## config.mk

```make
export PLATFORM = sky130hd
export DESIGN_NAME = complex_argument_atan2_core
export DESIGN_NICKNAME = d
export VERILOG_FILES = /design/src/rtl/caa2_pkg.sv /design/src/rtl/caa2_cell.sv /design/src/rtl/complex_argument_atan2_core.sv
export SDC_FILE = /design/constraint.sdc
export NUM_CORES = 2
export LEC_CHECK = 0
export ABC_AREA = 1
export BUFFER_PORTS_ARGS = -buffer_cell sky130_fd_sc_hd__clkbuf_2
export CORE_MARGIN = 4
export CORE_UTILIZATION = 59
export CTS_CLUSTER_SIZE = 30
export DETAILED_ROUTE_END_ITERATION = 12
export PLACE_DENSITY_LB_ADDON = 0.08
export SYNTH_ARGS = -nofsm -noshare
export SYNTH_HDL_FRONTEND = slang
export SYNTH_SLANG_ARGS = --single-unit
```

## constraint.sdc

```tcl
create_clock -name clk -period 141.7 [get_ports clk]
set_input_delay 28.34 -clock clk [delete_from_list [all_inputs] [get_ports clk]]
set_output_delay 28.34 -clock clk [all_outputs]
set_load 0.03 [all_outputs]
```

## src/rtl/caa2_pkg.sv

```systemverilog
// ----------------------------------------------------------------------------
// caa2_pkg: shared definitions for the complex argument core
// Angle formats, the arctangent table of the rotation cells, and the quadrant
// codes that travel with each item down the cell chain.
// ----------------------------------------------------------------------------
package caa2_pkg;

  localparam int GUARD_BITS = 24;
  localparam int ANGLE_FRAC = 20;
  localparam int OUT_FRAC   = 13;
  localparam int TABLE_LEN  = 24;
  localparam int ZW         = 24;
  localparam int ANGLE_W    = 16;
  localparam int ATAN_W     = 21;

  localparam logic signed [ZW-1:0] PI_Q20 = 24'sd3294199;
  localparam logic signed [ZW-1:0] PI_Q13 = 24'sd25736;
  localparam logic signed [ZW-1:0] HALF_PI_Q13 = 24'sd12868;

  localparam logic [ATAN_W-1:0] ATAN_Q20 [TABLE_LEN] = '{
    21'd823550, 21'd486170, 21'd256879, 21'd130396, 21'd65451, 21'd32757,
    21'd16383,  21'd8192,   21'd4096,   21'd2048,   21'd1024,  21'd512,
    21'd256,    21'd128,    21'd64,     21'd32,     21'd16,    21'd8,
    21'd4,      21'd2,      21'd1,      21'd0,      21'd0,     21'd0
  };

  typedef enum logic [2:0] {
    MODE_POS,
    MODE_NEG_UP,
    MODE_NEG_DN,
    MODE_PI,
    MODE_HALF_PI,
    MODE_NEG_HALF_PI,
    MODE_ZERO
  } caa2_mode_t;

  typedef struct packed {
    logic       valid;
    caa2_mode_t mode;
  } caa2_ctrl_t;

endpackage

```

## src/rtl/caa2_cell.sv

```systemverilog
// ----------------------------------------------------------------------------
// caa2_cell: one vectoring rotation of the arctangent chain
// Rotates the vector toward the real axis by atan(2^-STAGE), accumulates the
// angle, and registers the result for the next cell when the chain advances.
// ----------------------------------------------------------------------------
module caa2_cell #(
  parameter int XW    = 43,
  parameter int STAGE = 0
) (
  input  logic                            clk,
  input  logic                            rst_n,
  input  logic                            en,
  input  caa2_pkg::caa2_ctrl_t            ctrl_i,
  input  logic signed [XW-1:0]            x_i,
  input  logic signed [XW-1:0]            y_i,
  input  logic signed [caa2_pkg::ZW-1:0]  z_i,
  output caa2_pkg::caa2_ctrl_t            ctrl_o,
  output logic signed [XW-1:0]            x_o,
  output logic signed [XW-1:0]            y_o,
  output logic signed [caa2_pkg::ZW-1:0]  z_o
);
  import caa2_pkg::*;

  localparam logic signed [ZW-1:0] ANG = ZW'(ATAN_Q20[STAGE]);

  caa2_ctrl_t              ctrl_r;
  logic signed [XW-1:0]    x_r, y_r, x_nxt, y_nxt, xs, ys;
  logic signed [ZW-1:0]    z_r, z_nxt;

  always_comb begin
    xs = x_i >>> STAGE;
    ys = y_i >>> STAGE;
    if (!y_i[XW-1]) begin
      x_nxt = x_i + ys;
      y_nxt = y_i - xs;
      z_nxt = z_i + ANG;
    end else begin
      x_nxt = x_i - ys;
      y_nxt = y_i + xs;
      z_nxt = z_i - ANG;
    end
  end

  always_ff @(posedge clk) begin
    if (!rst_n) begin
      ctrl_r <= '0;
    end else if (en) begin
      ctrl_r <= ctrl_i;
    end
  end

  always_ff @(posedge clk) begin
    if (en) begin
      x_r <= x_nxt;
      y_r <= y_nxt;
      z_r <= z_nxt;
    end
  end

  assign ctrl_o = ctrl_r;
  assign x_o    = x_r;
  assign y_o    = y_r;
  assign z_o    = z_r;

endmodule

```

## src/rtl/complex_argument_atan2_core.sv

```systemverilog
// ----------------------------------------------------------------------------
// complex_argument_atan2_core: four-quadrant argument of a complex value
// Returns atan2(imag, real) in Q13 radians through a pipelined CORDIC chain.
// ----------------------------------------------------------------------------
// The core takes one item per cycle unless the chain holds, and returns its angle
// through one entry register that folds the real part into the right
// half plane, one rotation cell per iteration, and one output register that
// applies the quadrant correction, rounding and saturation. When the output
// item is not taken, the whole chain holds and in_ready drops. The angle is
// in radians with 13 fractional bits.
module complex_argument_atan2_core #(
  parameter int DATA_WIDTH = 16,
  parameter int ITERATIONS = 16
) (
  input  logic                                  clk,
  input  logic                                  rst_n,
  input  logic                                  in_valid,
  output logic                                  in_ready,
  input  logic signed [DATA_WIDTH-1:0]          in_real_part,
  input  logic signed [DATA_WIDTH-1:0]          in_imag_part,
  output logic                                  out_valid,
  input  logic                                  out_ready,
  output logic signed [caa2_pkg::ANGLE_W-1:0]   out_angle
);
  import caa2_pkg::*;

  localparam int XW = DATA_WIDTH + GUARD_BITS + 3;
  localparam int RSH = ANGLE_FRAC - OUT_FRAC;
  localparam logic signed [ZW-1:0] ROUND = ZW'(1) <<< (RSH - 1);

  logic                   en;
  caa2_ctrl_t             ctrl_s [ITERATIONS+1];
  logic signed [XW-1:0]   x_s    [ITERATIONS+1];
  logic signed [XW-1:0]   y_s    [ITERATIONS+1];
  logic signed [ZW-1:0]   z_s    [ITERATIONS+1];

  caa2_ctrl_t             ctrl_r, ctrl_nxt;
  logic signed [XW-1:0]   x_r, y_r, x_nxt, y_nxt, a_ext;
  logic                   a_neg, a_zero, b_neg, b_zero;

  logic                   out_valid_r;
  logic signed [ANGLE_W-1:0] angle_r, angle_nxt;
  logic signed [ZW-1:0]   zc, zr, r;
  caa2_ctrl_t             last;

  assign en       = !out_valid_r || out_ready;
  assign in_ready = en;

  always_comb begin
    a_neg  = in_real_part[DATA_WIDTH-1];
    a_zero = (in_real_part == '0);
    b_neg  = in_imag_part[DATA_WIDTH-1];
    b_zero = (in_imag_part == '0);
    a_ext  = XW'(in_real_part);
    x_nxt  = (a_neg ? -a_ext : a_ext) <<< GUARD_BITS;
    y_nxt  = XW'(in_imag_part) <<< GUARD_BITS;
    ctrl_nxt.valid = in_valid;
    if (!a_neg && !a_zero) begin
      ctrl_nxt.mode = MODE_POS;
    end else if (a_neg) begin
      if (b_zero) begin
        ctrl_nxt.mode = MODE_PI;
      end else if (b_neg) begin
        ctrl_nxt.mode = MODE_NEG_DN;
      end else begin
        ctrl_nxt.mode = MODE_NEG_UP;
      end
    end else if (b_neg) begin
      ctrl_nxt.mode = MODE_NEG_HALF_PI;
    end else if (b_zero) begin
      ctrl_nxt.mode = MODE_ZERO;
    end else begin
      ctrl_nxt.mode = MODE_HALF_PI;
    end
  end

  always_ff @(posedge clk) begin
    if (!rst_n) begin
      ctrl_r <= '0;
    end else if (en) begin
      ctrl_r <= ctrl_nxt;
    end
  end

  always_ff @(posedge clk) begin
    if (en) begin
      x_r <= x_nxt;
      y_r <= y_nxt;
    end
  end

  assign ctrl_s[0] = ctrl_r;
  assign x_s[0]    = x_r;
  assign y_s[0]    = y_r;
  assign z_s[0]    = '0;

  for (genvar k = 0; k < ITERATIONS; k++) begin : g_cell
    caa2_cell #(
      .XW    (XW),
      .STAGE (k)
    ) u_cell (
      .clk    (clk),
      .rst_n  (rst_n),
      .en     (en),
      .ctrl_i (ctrl_s[k]),
      .x_i    (x_s[k]),
      .y_i    (y_s[k]),
      .z_i    (z_s[k]),
      .ctrl_o (ctrl_s[k+1]),
      .x_o    (x_s[k+1]),
      .y_o    (y_s[k+1]),
      .z_o    (z_s[k+1])
    );
  end

  assign last = ctrl_s[ITERATIONS];

  always_comb begin
    case (last.mode)
      MODE_NEG_UP: zc = PI_Q20 - z_s[ITERATIONS];
      MODE_NEG_DN: zc = -PI_Q20 - z_s[ITERATIONS];
      default:     zc = z_s[ITERATIONS];
    endcase
    zr = (zc + ROUND) >>> RSH;
    if (zr > PI_Q13) begin
      r = PI_Q13;
    end else if (zr < -PI_Q13) begin
      r = -PI_Q13;
    end else begin
      r = zr;
    end
    case (last.mode)
      MODE_PI:          angle_nxt = ANGLE_W'(PI_Q13);
      MODE_HALF_PI:     angle_nxt = ANGLE_W'(HALF_PI_Q13);
      MODE_NEG_HALF_PI: angle_nxt = ANGLE_W'(-HALF_PI_Q13);
      MODE_ZERO:        angle_nxt = '0;
      default:          angle_nxt = ANGLE_W'(r);
    endcase
  end

  always_ff @(posedge clk) begin
    if (!rst_n) begin
      out_valid_r <= 1'b0;
    end else if (en) begin
      out_valid_r <= last.valid;
    end
  end

  always_ff @(posedge clk) begin
    if (en) begin
      angle_r <= angle_nxt;
    end
  end

  assign out_valid = out_valid_r;
  assign out_angle = angle_r;

endmodule

```

==> metrics.sh <==
NNETSFINAL=15827
H-TREE-DEPTH=4
CTS_ROOT_BUFFER='clkbuf_16'
RSZ0062_AT_GRT='false'
DRT_FIRST_PASS_ITERS=8
CLK_PATH_BUF_DEPTH=3
GRT_PASS1_WL_MM=536
GRT_MOST_USED_LAYER='met2'
PATH_CLK_SLEW_PS=60
DIE_W_UM=458
DRT_WL_TOTAL_MM=342
GRT.MET2_USAGE_PCT=49.8
MAXCAPVIOLATIONS=0
ROUTE.DETAILED.WL_PER_INST_UM=19.7
CORE_UM2=200000
GLOBALROUTETOTALUTIL_PCT=31.9
FINCLKSKEW_PS=44.0
PLACE_CONGESTION=1.02
PLACE.DETAILED.HPWL_MM=276
SYNTHDISTINCTLIBCELLS=79
DESIGN.DIE.AREA_UM2=210000
SEQ_AREA_FRAC_SYNTH_PCT=35.3
SYNTH.CELL_AREA_UM2=119000
IO_PINS=54
CTS_TREE='built'
POST_CTS.RESIZED_INSTANCES=0
FLOORPLAN.ROWS=164
DIE_H_UM=458
GR-TOTAL-OVERFLOW=0
PORT_BUFFERS=53
FINALCOREUTILIZATION_PCT=64.0
CTSHOLDBUFFERS=0
TIMING.CRITICAL_PATH.REQUIRED_PS=113360
SYNTHARSTFLOPSHARE_PCT=0
LAYOUT_SETUP_WS_PS=83550
START_KIND='primary input'
SYNTH_FF_TYPE='edfxtp_1'
VIASPERCELL=5.87
CRITICAL_PATH_CLASS='primary input to output pin'
FIRST_GLOBAL_VIAS=97943
WORST_SKEW_PAIR_LATENCY_PS=830
FINAL.MIN_CLOCK_PERIOD_PS=58150
MIN-DELAY-PATH-CLASS='flop to flop'
YOSYS_REGISTER_BITS=1424
SYN_AREA_PER_CELL_UM2=8.28
SYNTH-EDFF-COUNT=1355
YS_WARN_COUNT=0
GRT_MAX_DEGREE=161
PLACE_WORST_SETUP_SLACK_PS=83590
SLEW_HEADROOM_PCT=29.5
CRITICAL_PATH_ARRIVAL_PS=29810
GLOBALROUTEMET1UTIL_PCT=44.2
REPORT.FINAL.SLEW_VIOL_COUNT=0
ROUTED_ANTENNA_NETS=0
SETUP-TNS-FINAL_PS=0
INITIAL_UTILIZATION_PCT=59.5
OUTCOME='complete, no violations'
SETUP_VIOL=0
MIN_PERIOD_OVER_PERIOD_PCT=41.0
POST-CTS-SETUP-BUFFERS=0
CRIT_PATH_MAX_FANOUT=102
1ST_ITER_DRT_VIOLS=9868
ROUTED-VIA-COUNT=101687
DRIVE_ABOVE_1_SHARE_PCT=3.50
AREAGROWTHSYNTHTOFINISH_PCT=7.47
MOST-COMMON-LAYOUT-CELLS='2322 x nand2_1, 1680 x inv_1, 1557 x nor2_1'
FINAL_COMMON_CELL='nand2_1'
MAX_FREQ_MHz=17.2
POSTSYNTHCELLCOUNT=14413
CTS_SINK_CNT=1424
GR-USAGE-MET3_PCT=5.36
WORST_MARGIN_PIN_SLEW_PS=1060
HOLD_VIOL=0
NUMCTSBUFFERS=162
WORSTSETUPENDPOINTTYPE='output pin'
ANTENNA_FOUND_INITIAL=4
DRC=0
## metal layers
metal	share of wire, %	vias up
li1	-	49689
met1	44	47705
met2	44	3646
met3	8.1	645
met4	4.3	2
met5	0.0023	-
## cell families (layout without fill, tap and decap cells)
| family | Yosys count | in the layout | share of synthesized area [%] |
|---|---|---|---|
| simple gates | 5027 | 5027 | 17.7 |
| other cells | 1 | 5 | 0.00314 |
| compound gates | 2978 | 2978 | 14.0 |
| mux | 3 | 3 | 0.0252 |
| buf+inv | 1864 | 2108 | 5.90 |
| xor+xnor | 1846 | 1846 | 13.5 |
| flops | 1424 | 1424 | 35.3 |
| fa+ha+maj | 1270 | 1270 | 13.5 |
## worst paths after layout
kind,from,endpoint,slack (ps),cells after the start
worst min register to register,g_cell[7].u_cell.z_o[11]$_DFFE_PP_,g_cell[8].u_cell.z_o[11]$_DFFE_PP_,420,0
worst max-delay path,out_ready,in_ready,83550,5
worst max register to register,g_cell[12].u_cell.y_o[13]$_DFFE_PP_,g_cell[13].u_cell.x_o[40]$_DFFE_PP_,135550,24
worst min-delay path,g_cell[7].u_cell.z_o[11]$_DFFE_PP_,g_cell[8].u_cell.z_o[11]$_DFFE_PP_,420,0
## per-stage QoR
step,cells,hold slack (ps),cell area [um2]
6_report,17317,419,128000
5_1_grt,17315,423,128000
4_1_cts,17314,413,128000
3_5_place_dp,17013,405,123000
3_3_place_gp,17013,400,123000
2_1_floorplan,14414,400,119000
## cell usage after synthesis (all sizes together) (9+ instances only)
cell / n / area [um2]
or2: 34 / 213
a21boi: 95 / 717
dfxtp: 69 / 1380
nand3b: 16 / 133
edfxtp: 1355 / 40700
o21ai: 773 / 3900
inv: 1699 / 6380
nor2: 1571 / 5950
xnor2: 658 / 5760
nand3: 424 / 2200
o211ai: 70 / 526
o31ai: 62 / 465
o21a: 96 / 721
nand4: 142 / 888
a21o: 53 / 398
o221ai: 43 / 377
o41ai: 9 / 78.8
nor4: 127 / 847
nand2: 2340 / 8840
a31oi: 174 / 1090
fa: 35 / 701
xor2: 1188 / 10400
buf: 32 / 164
a211oi: 24 / 180
nor3: 336 / 1830
and2: 12 / 75.1
a221oi: 10 / 87.6
ha: 1235 / 15500
o21bai: 53 / 398
clkbuf: 127 / 477
a21oi: 1473 / 7380
## sequential cells by signal, summed over array words and instances, names as in the netlist
| name | count |
|---|---|
| ctrl_r | 4 |
| g_cell.u_cell.ctrl_o | 64 |
| g_cell.u_cell.x_o | 470 |
| g_cell.u_cell.y_o | 490 |
| g_cell.u_cell.z_o | 344 |
| out_angle | 16 |
| out_valid | 1 |
| x_r | 19 |
| y_r | 16 |
## critical path, stage by stage
cell and delay (ps):
clkbuf_2 100, nor2_4 90, buf_4 510, inv_8 380
clkbuf_2 300
## final cells by class
class / count / area, um2
inverter: 1705 / 6410
clock inverter: 104 / 1270
antenna: 3 / 7.51
tap: 2656 / 3320
clock buffer: 197 / 4280
multi-input combinational: 11126 / 70200
sequential: 1424 / 42100
fill: 17088 / 72200
timing repair buffer: 102 / 658
Power is left out: the tool's default activity adds up to more than one toggle a clock period on the data nets, which glitch-free logic cannot reach.
